--- src/rtl/core/mbps_pkg.sv ---
// Shared constants, register codes and types for the masked byte pattern scanner.
package mbps_pkg;

	localparam int PATTERN_MAX = 16;
	localparam int PAT_CAP     = (PATTERN_MAX < 16) ? PATTERN_MAX : 16;
	localparam int LEN_IDX_W   = (PAT_CAP > 1) ? $clog2(PAT_CAP) : 1;
	localparam int LEN_W       = 5;
	localparam int CFG_IDX_W   = 3;
	localparam int CFG_DATA_W  = 64;
	localparam int ADDR_W      = 64;
	localparam int COUNT_W     = 32;
	localparam int FIFO_DEPTH  = 4;
	localparam int FIFO_PTR_W  = 2;
	localparam int FIFO_LVL_W  = 3;

	typedef enum logic [CFG_IDX_W-1:0] {
		REG_BASE_ADDRESS   = 3'd0,
		REG_PATTERN_LOW    = 3'd1,
		REG_PATTERN_HIGH   = 3'd2,
		REG_CARE_MASK      = 3'd3,
		REG_PATTERN_LENGTH = 3'd4
	} cfg_reg_t;

	// Control for one step of the cell row.
	typedef struct packed {
		logic en;     // shift a byte through the row
		logic first;  // byte opens a new region
	} step_t;

	typedef struct packed {
		logic              found;
		logic [ADDR_W-1:0] addr;
	} result_t;

endpackage

--- src/rtl/core/mbps_cell.sv ---
// One cell of the scan row: holds whether a pattern prefix ends at the latest byte.
module mbps_cell (
	input  logic       clk,
	input  logic       arst_n,
	input  logic       en,
	input  logic       prev,
	input  logic       care,
	input  logic [7:0] data_byte,
	input  logic [7:0] pat_byte,
	output logic       hit_d,
	output logic       hit_q
);

	assign hit_d = prev & (~care | (data_byte == pat_byte));

	always_ff @(posedge clk or negedge arst_n) begin
		if (!arst_n) begin
			hit_q <= 1'b0;
		end else if (en) begin
			hit_q <= hit_d;
		end
	end

endmodule

--- src/rtl/core/mbps_chain.sv ---
// Row of scan cells; each cell extends the prefix match of its left neighbor.
module mbps_chain (
	input  logic                                   clk,
	input  logic                                   arst_n,
	input  mbps_pkg::step_t                        step,
	input  logic [7:0]                             data_byte,
	input  logic [8*mbps_pkg::PAT_CAP-1:0]         pattern,
	input  logic [mbps_pkg::PAT_CAP-1:0]           care,
	input  logic [mbps_pkg::LEN_IDX_W-1:0]         len_idx,
	output logic                                   hit
);
	import mbps_pkg::*;

	logic [PAT_CAP-1:0] hit_d;
	logic [PAT_CAP-1:0] hit_q;
	logic [PAT_CAP-1:0] prev;

	// Cell zero always starts a fresh prefix; a first byte drops older prefixes.
	always_comb begin
		prev[0] = 1'b1;
		for (int j = 1; j < PAT_CAP; j++) begin
			prev[j] = hit_q[j-1] & ~step.first;
		end
	end

	for (genvar j = 0; j < PAT_CAP; j++) begin : g_cell
		mbps_cell u_cell (
			.clk       (clk),
			.arst_n    (arst_n),
			.en        (step.en),
			.prev      (prev[j]),
			.care      (care[j]),
			.data_byte (data_byte),
			.pat_byte  (pattern[8*j +: 8]),
			.hit_d     (hit_d[j]),
			.hit_q     (hit_q[j])
		);
	end

	assign hit = hit_d[len_idx];

endmodule

--- src/rtl/core/mbps_out_fifo.sv ---
// Small result queue that decouples the output stream from the scan row.
module mbps_out_fifo (
	input  logic                                clk,
	input  logic                                arst_n,
	input  logic                                push,
	input  mbps_pkg::result_t                   push_data,
	input  logic                                pop,
	output logic                                not_empty,
	output mbps_pkg::result_t                   head,
	output logic [mbps_pkg::FIFO_LVL_W-1:0]     level
);
	import mbps_pkg::*;

	result_t               mem [FIFO_DEPTH];
	logic [FIFO_PTR_W-1:0] wr_ptr_q;
	logic [FIFO_PTR_W-1:0] rd_ptr_q;
	logic [FIFO_LVL_W-1:0] level_q;
	logic                  do_pop;

	assign do_pop    = pop & (level_q != '0);
	assign not_empty = (level_q != '0);
	assign head      = mem[rd_ptr_q];
	assign level     = level_q;

	always_ff @(posedge clk) begin
		if (push) begin
			mem[wr_ptr_q] <= push_data;
		end
	end

	always_ff @(posedge clk or negedge arst_n) begin
		if (!arst_n) begin
			wr_ptr_q <= '0;
			rd_ptr_q <= '0;
			level_q  <= '0;
		end else begin
			if (push) begin
				wr_ptr_q <= wr_ptr_q + 1'b1;
			end
			if (do_pop) begin
				rd_ptr_q <= rd_ptr_q + 1'b1;
			end
			level_q <= level_q + FIFO_LVL_W'(push) - FIFO_LVL_W'(do_pop);
		end
	end

endmodule

--- src/rtl/core/masked_byte_pattern_scanner.sv ---
// Top level of the masked byte pattern scanner.
//
// Input stream (s_axis_*): one byte per beat. tuser marks the first byte of a
// region and restarts the scan; tlast marks the final byte of the region.
// Output stream (m_axis_*): at most one beat per region. tuser is the found
// flag; tdata is base_address plus the offset of the match start, or zero
// when the region ended without a match. Bytes after a result are dropped
// until the next first byte.
// Configuration: cfg_we writes cfg_data into the register chosen by
// cfg_index (base, pattern low, pattern high, care mask, length); unused
// indexes are ignored. Write only while the block is idle.
// Throughput: one byte per cycle while s_axis_tready is high. Each cell of the row compares the new byte
// against its pattern position and extends its neighbor's prefix match in
// the same cycle, so any byte can follow the previous one directly.
// Result path: the row compare is registered into the result stage, then the
// address add is written into the result queue that drives m_axis.
// Stalls: results wait in a four-entry queue; s_axis_tready drops only when
// the queue plus the in-flight result could fill it.
// Reset: config returns to its defaults (care mask all ones, length one),
// the row clears and the scanner idles until a first byte arrives.
module masked_byte_pattern_scanner (
	input  logic                                clk,
	input  logic                                arst_n,
	// configuration write port
	input  logic                                cfg_we,
	input  logic [mbps_pkg::CFG_IDX_W-1:0]      cfg_index,
	input  logic [mbps_pkg::CFG_DATA_W-1:0]     cfg_data,
	// byte stream in
	input  logic                                s_axis_tvalid,
	output logic                                s_axis_tready,
	input  logic [7:0]                          s_axis_tdata,  // [7:0] data_byte
	input  logic                                s_axis_tuser,  // [0] first_byte
	input  logic                                s_axis_tlast,  // last_byte
	// result stream out
	output logic                                m_axis_tvalid,
	input  logic                                m_axis_tready,
	output logic [63:0]                         m_axis_tdata,  // [63:0] match_address
	output logic                                m_axis_tuser   // [0] found
);
	import mbps_pkg::*;

	localparam logic [LEN_W-1:0]   CAP_LEN   = LEN_W'(PAT_CAP);
	localparam logic [COUNT_W-1:0] COUNT_MAX = '1;

	// configuration registers
	logic [ADDR_W-1:0] base_q;
	logic [63:0]       pat_low_q;
	logic [63:0]       pat_high_q;
	logic [15:0]       care_q;
	logic [LEN_W-1:0]  length_q;

	// scan control
	logic               done_q;
	logic [COUNT_W-1:0] seen_q;

	// stage 1: result decided, offset known
	logic               res_v_s1;
	logic               found_s1;
	logic [COUNT_W-1:0] offset_s1;

	logic               accept;
	logic               active;
	logic               hit;
	logic               emit;
	logic [LEN_W-1:0]   len_eff;
	logic [COUNT_W-1:0] seen_next;
	logic [127:0]       pat_all;
	step_t              step;
	result_t            push_data;
	result_t            head;
	logic               not_empty;
	logic [FIFO_LVL_W-1:0] level;

	always_ff @(posedge clk or negedge arst_n) begin
		if (!arst_n) begin
			base_q     <= '0;
			pat_low_q  <= '0;
			pat_high_q <= '0;
			care_q     <= '1;
			length_q   <= LEN_W'(1);
		end else if (cfg_we) begin
			unique case (cfg_reg_t'(cfg_index))
				REG_BASE_ADDRESS:   base_q     <= cfg_data;
				REG_PATTERN_LOW:    pat_low_q  <= cfg_data;
				REG_PATTERN_HIGH:   pat_high_q <= cfg_data;
				REG_CARE_MASK:      care_q     <= cfg_data[15:0];
				REG_PATTERN_LENGTH: length_q   <= cfg_data[LEN_W-1:0];
				default: ;
			endcase
		end
	end

	// Clamp length into one..capacity.
	always_comb begin
		if (length_q == '0) begin
			len_eff = LEN_W'(1);
		end else if (length_q > CAP_LEN) begin
			len_eff = CAP_LEN;
		end else begin
			len_eff = length_q;
		end
	end

	// Hold input while the queue plus the in-flight result could fill it.
	assign s_axis_tready = ({1'b0, level} + {{FIFO_LVL_W{1'b0}}, res_v_s1})
		< (FIFO_LVL_W + 1)'(FIFO_DEPTH);
	assign accept = s_axis_tvalid & s_axis_tready;
	// Drop bytes while idle unless one opens a region.
	assign active = accept & (s_axis_tuser | ~done_q);

	assign step.en    = active;
	assign step.first = s_axis_tuser;
	assign pat_all    = {pat_high_q, pat_low_q};

	mbps_chain u_chain (
		.clk       (clk),
		.arst_n    (arst_n),
		.step      (step),
		.data_byte (s_axis_tdata),
		.pattern   (pat_all[8*PAT_CAP-1:0]),
		.care      (care_q[PAT_CAP-1:0]),
		.len_idx   (LEN_IDX_W'(len_eff - LEN_W'(1))),
		.hit       (hit)
	);

	// Byte count saturates; a first byte restarts it at one.
	always_comb begin
		if (s_axis_tuser) begin
			seen_next = COUNT_W'(1);
		end else if (seen_q == COUNT_MAX) begin
			seen_next = seen_q;
		end else begin
			seen_next = seen_q + COUNT_W'(1);
		end
	end

	assign emit = active & (hit | s_axis_tlast);

	always_ff @(posedge clk or negedge arst_n) begin
		if (!arst_n) begin
			done_q   <= 1'b1;
			seen_q   <= '0;
			res_v_s1 <= 1'b0;
		end else begin
			res_v_s1 <= emit;
			if (active) begin
				done_q <= emit;
				seen_q <= seen_next;
			end
		end
	end

	always_ff @(posedge clk) begin
		if (emit) begin
			found_s1  <= hit;
			offset_s1 <= seen_next - COUNT_W'(len_eff);
		end
	end

	// Stage 2: add the base and queue the result.
	assign push_data.found = found_s1;
	assign push_data.addr  = found_s1 ? (base_q + ADDR_W'(offset_s1)) : '0;

	mbps_out_fifo u_out_fifo (
		.clk       (clk),
		.arst_n    (arst_n),
		.push      (res_v_s1),
		.push_data (push_data),
		.pop       (m_axis_tready),
		.not_empty (not_empty),
		.head      (head),
		.level     (level)
	);

	assign m_axis_tvalid = not_empty;
	assign m_axis_tdata  = head.addr;
	assign m_axis_tuser  = head.found;

endmodule

--- config.mk ---
export PLATFORM = sky130hd
export DESIGN_NAME = masked_byte_pattern_scanner
export DESIGN_NICKNAME = d
export VERILOG_FILES = /design/src/rtl/core/mbps_pkg.sv /design/src/rtl/core/mbps_cell.sv /design/src/rtl/core/mbps_chain.sv /design/src/rtl/core/mbps_out_fifo.sv /design/src/rtl/core/masked_byte_pattern_scanner.sv
export SDC_FILE = /design/constraint.sdc
export NUM_CORES = 1
export LEC_CHECK = 0
export BUFFER_PORTS_ARGS = -buffer_cell sky130_fd_sc_hd__clkbuf_2
export CORE_MARGIN = 2
export CORE_UTILIZATION = 50
export CTS_BUF_LIST = sky130_fd_sc_hd__clkbuf_4
export DETAILED_ROUTE_END_ITERATION = 16
export HOLD_SLACK_MARGIN = 0.05
export PLACE_DENSITY = 0.75
export SLEW_MARGIN = 30
export SYNTH_ARGS = -nofsm -noshare
export SYNTH_HDL_FRONTEND = slang
export SYNTH_SLANG_ARGS = --single-unit
export TNS_END_PERCENT = 30
--- constraint.sdc ---
create_clock -name clk -period 7.7 [get_ports clk]
set_input_delay 0.77 -clock clk [delete_from_list [all_inputs] [get_ports clk]]
set_output_delay 0.77 -clock clk [all_outputs]
set_load 0.1 [all_outputs]
=== Word-level counts from Yosys, hierarchy flattened ===
Memory sizes are Yosys's and may differ from the RTL's.
Cells that the tools add are included.

* Output and inout bits: 67
* Bits in registers: 302
* RAM bits: 260
* Word-level logic and storage cells: 149
* Memories kept: 1
* Bits of input ports: 82

{| class="wikitable"
|+ Memories
! memory !! depth !! bits a word !! rd ports !! clocked after Yosys merged registers in !! wr ports !! RTL line !! text
|-
| u_out_fifo.mem || 4 || 65 || 1 || 0 || 1 || mbps_out_fifo.sv:14 || <nowiki>result_t mem [FIFO_DEPTH];</nowiki>
|}

* $lt $le $gt $ge: 3
* Bitwise logic cells: 70
* Eq/ne operators: 21
* Muxes and demuxes: 9
* $add $sub $neg: 9
* Reduce and logical (&&, ||, !) cells: 8

{| class="wikitable"
|+ Operator list
! cell !! count
|-
| $eq A8 B8 Y1 || 16
|-
| $add A64 B32 Y64 || 1
|-
| $mux W32 || 2
|-
| $mux W64 || 1
|-
| $and A1 B1 Y1 || 34
|-
| $add A32 B1 Y32 const B || 1
|-
| $eq A32 B32 Y1 const B || 1
|-
| $sub A32 B5 Y32 || 1
|-
| $not A1 Y1 || 18
|-
| $or A1 B1 Y1 || 18
|-
| $mux W5 || 2
|-
| $reduce_and A2 Y1 || 5
|-
| $eq A3 B2 Y1 const B || 2
|-
| $gt A5 B5 Y1 const B || 1
|-
| $logic_not A5 Y1 || 1
|-
| $lt A4 B5 Y1 const B || 1
|-
| $add A2 B1 Y2 const B || 2
|-
| $add A3 B1 Y4 || 1
|-
| $bmux W1 S4 || 1
|-
| $lt A4 B3 Y1 const B || 1
|-
| $sub A4 B1 Y4 const B || 1
|-
| $add A3 B1 Y3 || 1
|-
| $eq A3 B1 Y1 const B || 1
|-
| $eq A3 B3 Y1 const B || 1
|-
| other kinds (4) || 6
|}

=== Logic depth before layout (Yosys ltp) ===
Gate-level depths: netlist of the first run.

* Depth after elaboration: 8
* Mapped depth: 19
* Depth with buffers taken out: 17

=== By module ===
Synthesis of the first run repeated with hierarchy kept, for this count alone.

* Cell total of the unflattened synthesis: 1987
* Area total of the unflattened synthesis: 27040.9 sq um

{| class="wikitable"
|+ By module, submodules not included
! module !! instances !! cells each !! area each (sq um) !! sequential area each (sq um)
|-
| masked_byte_pattern_scanner || 1 || 1349 || 14830.5 || 7194.4
|-
| mbps_out_fifo || 1 || 374 || 9811.9 || 7982.7
|-
| mbps_cell || 16 || 15 || 135.1 || 25.0
|-
| mbps_chain || 1 || 24 || 236.5 || 0.0
|}

=== Least setup slack after synthesis of the first run ===
Ideal clock, no wire load.

* Path type: flip-flop to flip-flop
* From: register u_out_fifo.level_q[1] (netlist: u_out_fifo.level[1])
* To: register found_s1, enable pin
* Arrival: 3546 ps
* Stages on the path, launching flop included: 7
* Required time: 7321 ps
* Slack: 3775 ps
* Buffers on the path: 0
* Setup time: 379 ps
* Clock period less this slack: 3925 ps
* Cells stage by stage: dfrtp_1 ha_1 o211ai_1 nor2_1 a21oi_1 nand3_1 o21ba_2

* Word-level cells in the longest chain between the ends: 5

{| class="wikitable"
|+ RTL lines
! element !! RTL line !! text
|-
| start, declared || mbps_out_fifo.sv:17 || <nowiki>logic [FIFO_LVL_W-1:0] level_q;</nowiki>
|-
| start signal, assigned || mbps_out_fifo.sv:43 || <nowiki>level_q <= level_q + FIFO_LVL_W'(push) - FIFO_LVL_W'(do_pop);</nowiki>
|-
| $add A3 B1 Y4 || masked_byte_pattern_scanner.sv:105 || <nowiki>assign s_axis_tready = ({1'b0, level} + {{FIFO_LVL_W{1'b0}}, res_v_s1})</nowiki>
|-
| $lt A4 B3 Y1 || masked_byte_pattern_scanner.sv:106 || <nowiki>< (FIFO_LVL_W + 1)'(FIFO_DEPTH);</nowiki>
|-
| net s_axis_tready || masked_byte_pattern_scanner.sv:30 || <nowiki>output logic s_axis_tready,</nowiki>
|-
| $and A1 B1 Y1 || masked_byte_pattern_scanner.sv:107 || <nowiki>assign accept = s_axis_tvalid & s_axis_tready;</nowiki>
|-
| $and A1 B1 Y1 || masked_byte_pattern_scanner.sv:109 || <nowiki>assign active = accept & (s_axis_tuser | ~done_q);</nowiki>
|-
| $and A1 B1 Y1 || masked_byte_pattern_scanner.sv:137 || <nowiki>assign emit = active & (hit | s_axis_tlast);</nowiki>
|-
| net emit || masked_byte_pattern_scanner.sv:64 || <nowiki>logic emit;</nowiki>
|-
| end signal, assigned || masked_byte_pattern_scanner.sv:155 || <nowiki>found_s1 <= hit;</nowiki>
|-
| end, declared || masked_byte_pattern_scanner.sv:58 || <nowiki>logic found_s1;</nowiki>
|}

The timed path passes the listed nets, and every way through them passes these cells.
A chain may end at the register's enable or synchronous reset.

=== Worst setup path in the final report of the first run ===
* From: register seen_q[0]
* To: register offset_s1[29], data pin

* Word-level cells in the longest chain between the ends: 4
* Elaborated cells on any way between the ends: 5
* Those cells by class: 2 x add/sub; 1 x eq/ne; 2 x mux

{| class="wikitable"
|+ RTL lines
! element !! RTL line !! text
|-
| start, declared || masked_byte_pattern_scanner.sv:54 || <nowiki>logic [COUNT_W-1:0] seen_q;</nowiki>
|-
| start signal, assigned || masked_byte_pattern_scanner.sv:148 || <nowiki>seen_q <= seen_next;</nowiki>
|-
| $add A32 B1 Y32 or $eq A32 B32 Y1 (tied branches) || masked_byte_pattern_scanner.sv:133, masked_byte_pattern_scanner.sv:130 ||
|-
| $mux W32 (*) || masked_byte_pattern_scanner.sv:130 || <nowiki>end else if (seen_q == COUNT_MAX) begin</nowiki>
|-
| $mux W32 (*) || masked_byte_pattern_scanner.sv:128 || <nowiki>if (s_axis_tuser) begin</nowiki>
|-
| net seen_next[3] || masked_byte_pattern_scanner.sv:66 || <nowiki>logic [COUNT_W-1:0] seen_next;</nowiki>
|-
| $sub A32 B5 Y32 (*) || masked_byte_pattern_scanner.sv:156 || <nowiki>offset_s1 <= seen_next - COUNT_W'(len_eff);</nowiki>
|-
| end signal, assigned || masked_byte_pattern_scanner.sv:156 ||
|-
| end, declared || masked_byte_pattern_scanner.sv:59 || <nowiki>logic [COUNT_W-1:0] offset_s1;</nowiki>
|}

The timed path passes the listed nets; every way through them passes the cells marked *.

==> reports/qor.txt, run 1 <==
Dpl hpwl = 43.5 mm
Gpl congestion = 0.940
Final period util = 63.2%
Final Instance Count excl. Fillers = 3045
Placed insts = 2749
Ratio of cells with drive above 1 in the final layout = 31.8%
Clock sinks = 562
HP Class = input port to register
Vias in the first global route = 17600
DRC = 0
Cell Pwr Density = 353 nW/um^2
Average wire per standard cell = 21.2 microns
# rows = 85
Avg Inst Size Synth = 13.6 sq um
Sequential area share after synthesis = 57.5%
Maximum vdd drop = 254 uV
Critical Path RT = 8.38 ns
Synth cell types = 88
Post-synthesis async set-or-reset flop share = 47.9%
TritonCTS clock tree = done
Initial Util = 50.4%
Die width = 237 microns
Post-route ant nets = 0
# setup viols final = 0
IO Pins = 149
Routed vias/inst = 5.81
Max-cap violations = 0
Mapped Area = 27000 sq um
Core area = 53600 sq um
Die Y = 237 microns
CTS Buf Count = 143
RSZ-0062 raised after global routing = no
Reg clk slew, reported paths = 0.06 ns
Tightest Pin Transition = 1.04 ns
Crit-path max FO = 10
Number of port buffers = 148
Via count = 17700
DR iter-0 viols = 1386
Fin Setup TNS = 0 ns
FILL cells = 4312
Htree depth = 4
Hold Violations, Final = 0
Syn nets = 2124
Crit start category = register
Internal Power = 0.00634 W
CP Capture Type = register
Slew headroom = 30.8%
Clock Path Buffers = 3
Post-synth EDFFs = 293
Post-CTS Resized = 0
Final core utilization = 57.2%
Global-route wire length before repair = 99.9 mm
Slew Viols, Final = 0
Mapped Cells = 1993
Min Tclk post-route = 4.87 ns
Clk pwr share = 23.2%
Sw power = 0.00450 W
Status = finished clean
Clock root cell = clkbuf_4
YS warnings = 0
Tot GR Track Use = 23.4%
Flop pwr share = 37.8%
Worst-Skew Late Latency = 0.96 ns
Max Freq = 0.205 GHz
Area growth from synthesis to layout = 13.5%
Ys flop type = edfxtp_1
Largest net degree at the start of global routing = 91
Initial antenna violation count = 3
DIE AREA = 55900 sq um
Post-synthesis register bit count = 562
Routed wire length = 64.6 mm
Critical Path AT = 5.55 ns
Reg2reg setup slack = 2.83 ns
Sw Ratio = 41.5%
Setup CP Type = register to register
Final Skew = 0.0540 ns
Leakage = 11.7 nW
Comb pwr share = 39.0%
Final #Nets = 2372
First-pass iteration count of the detailed router = 5
Overflow after GRT = 0
layout make-up:
type	count	area, sq um	share of cell area [%]
well taps	696	871	2.84
repair buffers	209	1380	4.50
diodes	5	12.5	0.0408
clock inverters	38	235	0.767
inverters	26	97.6	0.318
multi-input cells	1299	10900	35.7
clock buffers	210	1580	5.14
flip-flops and latches	562	15600	50.7
layout by cell type (no fill, tap or decap), types with 69 or more instances in the layout:
master	count
nand2_1	117
o21ai_0	81
a21oi_1	81
nor2_1	82
xnor2_1	154
dfrtp_1	249
mux4_2	69
edfxtp_1	293
mux2_2	218
clkbuf_4	210
clkbuf_2	147
metal layers:
| layer | vias to the layer above | global-route usage [%] | routed length [microns] |
|---|---|---|---|
| li1 | 8073 | - | - |
| met1 | 8919 | 33.3 | 29200 |
| met2 | 590 | 34.9 | 29500 |
| met3 | 105 | 5.57 | 4110 |
| met4 | 0 | 9.26 | 1720 |
| met5 | - | 0 | 0 |
per-stage QoR:
stage / setup slack (ns) / total power, W / hold slack (ns) / instance area (sq um)
6_report: 2.83 / 0.0108 / 0.153 / 30700
5_1_grt: 2.47 / 0.0114 / 0.0510 / 30700
4_1_cts: 2.89 / 0.0109 / 0.0502 / 30600
3_5_place_dp: 2.94 / 0.00836 / 0.471 / 28400
3_3_place_gp: 3.11 / 0.00827 / 0.463 / 28300
2_1_floorplan: 3.77 / 0.00746 / 0.451 / 27000
power groups by stage:
stage | clock network, W | logic, W | registers (W)
after floorplan | 0 | 0.00346 | 0.00400
after global placement | 0 | 0.00414 | 0.00413
after detailed placement | 0 | 0.00421 | 0.00416
after CTS | 0.00258 | 0.00423 | 0.00410
after global routing | 0.00276 | 0.00449 | 0.00415
final | 0.00251 | 0.00423 | 0.00409
timing repair:
item / CTS / global route
hold buffers: 40 / 0
buffers inserted: 0 / 0
endpoints found under the hold margin: 187 / 0
kinds of logic (layout without fill, tap and decap cells):
family	count (synthesis)	in the layout	share of synthesized area [%]
compound gates	297	297	7.12
xor+xnor	205	205	6.64
fa+ha+maj	49	49	2.35
buf+inv	132	483	2.12
flops	562	562	57.5
mux	303	303	15.4
other cells	0	5	0
simple gates	445	445	8.82
state kept, by name, summed over array words and instances (netlist names), 2 cells and up:
signal,flops
seen_q,32
offset_s1,32
base_q,64
u_out_fifo.mem,260
length_q,5
pat_low_q,64
u_out_fifo.level,3
u_chain.g_cell.u_cell.hit_q,15
u_out_fifo.wr_ptr_q,2
u_out_fifo.rd_ptr_q,2
care_q,16
pat_high_q,64
worst paths after layout:
kind,startpoint,endpoint,depth (start not counted)
min in group asynchronous,arst_n,u_out_fifo.level[2],2
worst min-delay path,cfg_data[52],base_q[52],2
max in group asynchronous,arst_n,pat_low_q[53],4
worst max register to register,seen_q[0],offset_s1[29],17
worst min register to register,u_chain.g_cell[11].u_cell.hit_q,u_chain.g_cell[11].u_cell.hit_q,2
worst max-delay path,seen_q[0],offset_s1[29],17
critical path, stage by stage, from the launching register on:
cell and delay, ns:
dfrtp_1 0.42, ha_1 0.38, nand4_1 0.22, nor4_4 0.52
a21oi_1 0.34, nand2_1 0.17, xor2_1 0.22, nor2_1 0.08
ha_1 0.36, o21a_1 0.12, o31a_1 0.11, o21ai_0 0.17
nand2b_1 0.11, a21oi_1 0.22, o2111ai_1 0.35, nand3b_1 0.43
nor3_1 0.28, xor2_1 0.09
synth_stat cells (all sizes together) (4+ instances only):
cell type  instances  area, sq um
a31oi              7         50.1
a21oi             81          405
buf               15         88.8
nand2b            17          106
a211oi             6         57.6
nor2              83          312
and2              18          114
xnor2            154         1350
and3              19          120
ha                46          576
a21boi             5         37.5
nor3b              4         30.0
nand3             44          235
xor2              51          447
nand4             54          359
o21ai             84          424
nand2            117          439
mux4              69         1550
inv               24         90.1
o21bai             5         37.5
or4               24          186
edfxtp           293         8800
o211ai             4         30.0
nor2b              8         50.1
clkbuf            91          387
mux2i             16          160
mux2             218         2450
a21o              30          226
o21a               4         30.0
nor3              18         95.1
dfstp             18          473
or3               15         98.8
and4               7         65.1
nor4               8         95.1
o31ai             38          299
a2111oi            4         53.8
dfrtp            251         6280
Note: power is estimated with default switching activity, not from simulation.
==> run 2, diff against run 1 <==
ABC_AREA = 1   (was not set)
clock period = 4.6 ns   (was 7.7 ns; I/O delays follow)
==> reports/qor.txt, run 2 <==
Status = finished clean
Setup CP Type = register to register
Mapped Area = 28600 sq um (+5.6%)
Maximum vdd drop = 800 uV (+210%)
Critical Path RT = 5.33 ns (-3.05 ns)
Dpl hpwl = 55.2 mm (+27%)
RSZ-0062 raised after global routing = no
Core area = 56400 sq um (+5.2%)
Flop pwr share = 34.3% (-3.5 points)
Sw power = 0.00945 W (+110%)
Area growth from synthesis to layout = 14.3%
Reg clk slew, reported paths = 0.07 ns (about the same)
TritonCTS clock tree = done
Global-route wire length before repair = 125 mm (+25%)
CP Capture Type = register
CP most frequent cell = nand2_1
Die Y = 243 microns (+2.7%)
Reg2Reg Launch Point = seen_q[0]
Post-synth EDFFs = 293 (unchanged)
Average wire per standard cell = 18.2 microns (-14%)
CP max stage delay = 0.43 ns (-0.09 ns)
Internal Power = 0.0108 W (+70%)
Top reg by flops = u_out_fifo.mem
Gpl congestion = 1.02 (+8.9%)
Total power draw = 0.0202 W (+87%)
Slack of the critical path = 0.480 ns (-2.35 ns)
Avg Inst Size Synth = 8.80 sq um (-35%)
Ratio of cells with drive above 1 in the final layout = 14.5% (-17 points)
DIE AREA = 59000 sq um (+5.5%)
Htree depth = 4 (unchanged)
YS warnings = 0 (unchanged)
Die width = 243 microns (+2.7%)
Min Tclk post-route = 4.12 ns (-0.747 ns)
Reg2Reg Capture Point = offset_s1[25]
Sw Ratio = 46.7% (+5.2 points)
Initial antenna violation count = 3 (unchanged)
Final period util = 89.6% (+26 points)
Final #Nets = 3639 (+53%)
Endpoint, Worst Hold = done_q
Post-route ant nets = 0 (unchanged)
Synth cell types = 52 (-41%)
Slew Viols, Final = 0 (unchanged)
Most frequent cells in the layout = nand2_1, o21ai_0, nor2_1, inv_1, edfxtp_1
Overflow after GRT = 0 (unchanged)
Largest net degree at the start of global routing = 129 (+42%)
Max Freq = 0.243 GHz (+18%)
Post-synthesis register bit count = 562 (unchanged)
Slowest CP cell = dfrtp_1
Tightest Pin Transition = 0.922 ns (-0.114 ns)
Yosys top cell area share = 30.8% (-1.7 points)
CTS Buf Count = 145 (+1.4%)
HP Class = input port to register
Commonest non-fill, non-tap cell in the layout = nand2_1
Via count = 23600 (+33%)
Critical Path AT = 4.85 ns (-0.70 ns)
Crit-path max FO = 24 (+14)
Clock sinks = 562 (unchanged)
Slew headroom = 38.4% (+7.6 points)
Vias in the first global route = 22500 (+28%)
Clock root cell = clkbuf_4
Hold path startpoint = s_axis_tvalid
Top post-synthesis cells by area = edfxtp_1, dfrtp_1, nand2_1, o21ai_0, nor2_1
Number of port buffers = 148 (unchanged)
Post-synthesis async set-or-reset flop share = 47.9% (unchanged)
Ys flop type = edfxtp_1
Routed vias/inst = 5.38 (-7.3%)
Max-cap violations = 0 (unchanged)
DRC = 0 (unchanged)
DR iter-0 viols = 2169 (+56%)
Mapped Cells = 3246 (+63%)
Comb pwr share = 43.5% (+4.5 points)
# setup viols final = 0 (unchanged)
IO Pins = 149 (unchanged)
Post-synth top area cell = edfxtp_1
Leakage = 14.1 nW (+20%)
Sequential area share after synthesis = 54.5% (-3.1 points)
Hold depth = 5 (+3)
Worst-Skew Late Latency = 1.00 ns (+0.04 ns)
R2r worst-path depth = 21 (+4)
Cell Pwr Density = 620 nW/um^2 (+76%)
Clk pwr share = 22.2% (-1.0 points)
Final Skew = 0.0602 ns (+0.00621 ns)
Crit start category = register
Syn nets = 3377 (+59%)
# rows = 87 (+2.4%)
Postcts setup bufs = 0 (unchanged)
Fin Setup TNS = 0 ns (unchanged)
Routed wire length = 79.6 mm (+23%)
Hold Violations, Final = 0 (unchanged)
Clock Path Buffers = 3 (unchanged)
Most common cell in the netlist = nand2_1
CP cell instances = ha_1, inv_2, nor2_4, nand2_2, nor2_8, nand2_4, mux2_2, nand2_1, inv_1, ha_1, nand2_1, nor2_1, a211oi_1, o21ai_0, nand3b_4, nor2_4, nand2_2, nor2_4, nand2_1, nand2_1, nand2_1
Synth top cells by count = nand2_1, o21ai_0, nor2_1
Pre-CTS setup slack = 0.550 ns (-2.39 ns)
Max FFs per register = 260 (unchanged)
Tot GR Track Use = 27.3% (+3.9 points)
Initial Util = 50.6% (+0.20 points)
Reg2reg setup slack = 0.48 ns (-2.35 ns)
First-pass iteration count of the detailed router = 6 (+1)
run 2: cell types whose count changed after synthesis, moves of 37 or more:
| cell | change |
|---|---|
| o31ai_1 | -37 |
| o21ai_0 | +384 |
| o22ai_1 | +65 |
| nand3_1 | +65 |
| nor2_1 | +292 |
| mux4_2 | -69 |
| inv_1 | +288 |
| nand2_1 | +635 |
| mux2_2 | -217 |
| xnor2_1 | -40 |
run 2: worst max-delay path by stage:
stage          cells after the start             to                 from
4_1_cts                           21  offset_s1[25]            seen_q[0]
2_1_floorplan                      8       found_s1  u_out_fifo.level[1]
6_report                          21  offset_s1[25]            seen_q[0]
3_5_place_dp                      21  offset_s1[25]            seen_q[0]
5_1_grt                           21  offset_s1[25]            seen_q[0]
3_3_place_gp                      21  offset_s1[29]            seen_q[0]
run 2: timing repair:
action	CTS	global route
hold buffers	73	0
hold endpoints to repair	313	0
resized for setup	0	0
run 2: layer usage:
| metal | GRT usage (%) | wire (microns) | up-vias |
|---|---|---|---|
| li1 | - | - | 11400 |
| met1 | 35.5 | 32800 | 11100 |
| met2 | 44.5 | 38000 | 892 |
| met3 | 6.42 | 6500 | 155 |
| met4 | 10.6 | 2380 | 2 |
| met5 | 0 | 8 | - |
run 2: area by class of cell:
type                    instances  area (sq um)
fillers                      4938         23700
flip-flops and latches        562         15600
multi-input cells            2232         11300
repair buffers                242          1680
clock buffers                 217          1630
inverters                     325          1220
well taps                     756           946
clock inverters                37           303
diodes                          5          12.5
run 2: power by group through the flow:
stage / combinational, W / clock (W) / sequential (W)
after floorplan: 0.00688 / 0 / 0.00684
after global routing: 0.00946 / 0.00483 / 0.00701
after CTS: 0.00879 / 0.00457 / 0.00693
final: 0.00880 / 0.00449 / 0.00694
after detailed placement: 0.00872 / 0 / 0.00702
after global placement: 0.00862 / 0 / 0.00701
run 2: kinds of logic (layout without fill, tap and decap cells):
kind of cell / Yosys count / in the layout / synth area share [%]
AND/OR/NAND/NOR: 1396 / 1396 / 20.9
buffers and inverters: 452 / 821 / 6.08
AO/OA/AOI/OAI: 639 / 639 / 11.7
XOR/XNOR: 147 / 147 / 4.56
adder cells (fa/ha/maj): 49 / 49 / 2.23
flip-flops: 562 / 562 / 54.5
other: 0 / 5 / 0
multiplexers: 1 / 1 / 0.0394
run 2: worst max-delay path: cells and delay by family, from the launching register on:
| kind | cells | cell delay [ns] |
|---|---|---|
| AND/OR/NAND/NOR | 14 | 1.80 |
| adder cells (fa/ha/maj) | 2 | 0.64 |
| buffers and inverters | 2 | 0.15 |
| flip-flops | 1 | 0.43 |
| multiplexers | 1 | 0.36 |
| AO/OA/AOI/OAI | 2 | 0.45 |
run 2: metrics by stage:
step / util, % / hold slack [ns] / cell area (sq um) / std cells
5_1_grt: 57.9 / 0.122 / 32600 / 4376
6_report: 57.9 / 0.108 / 32600 / 4376
2_1_floorplan: - / 0.164 / 28600 / 3246
3_3_place_gp: 53.1 / 0.458 / 29900 / 4044
4_1_cts: 57.9 / 0.0648 / 32600 / 4371
3_5_place_dp: 53.1 / 0.458 / 30000 / 4044
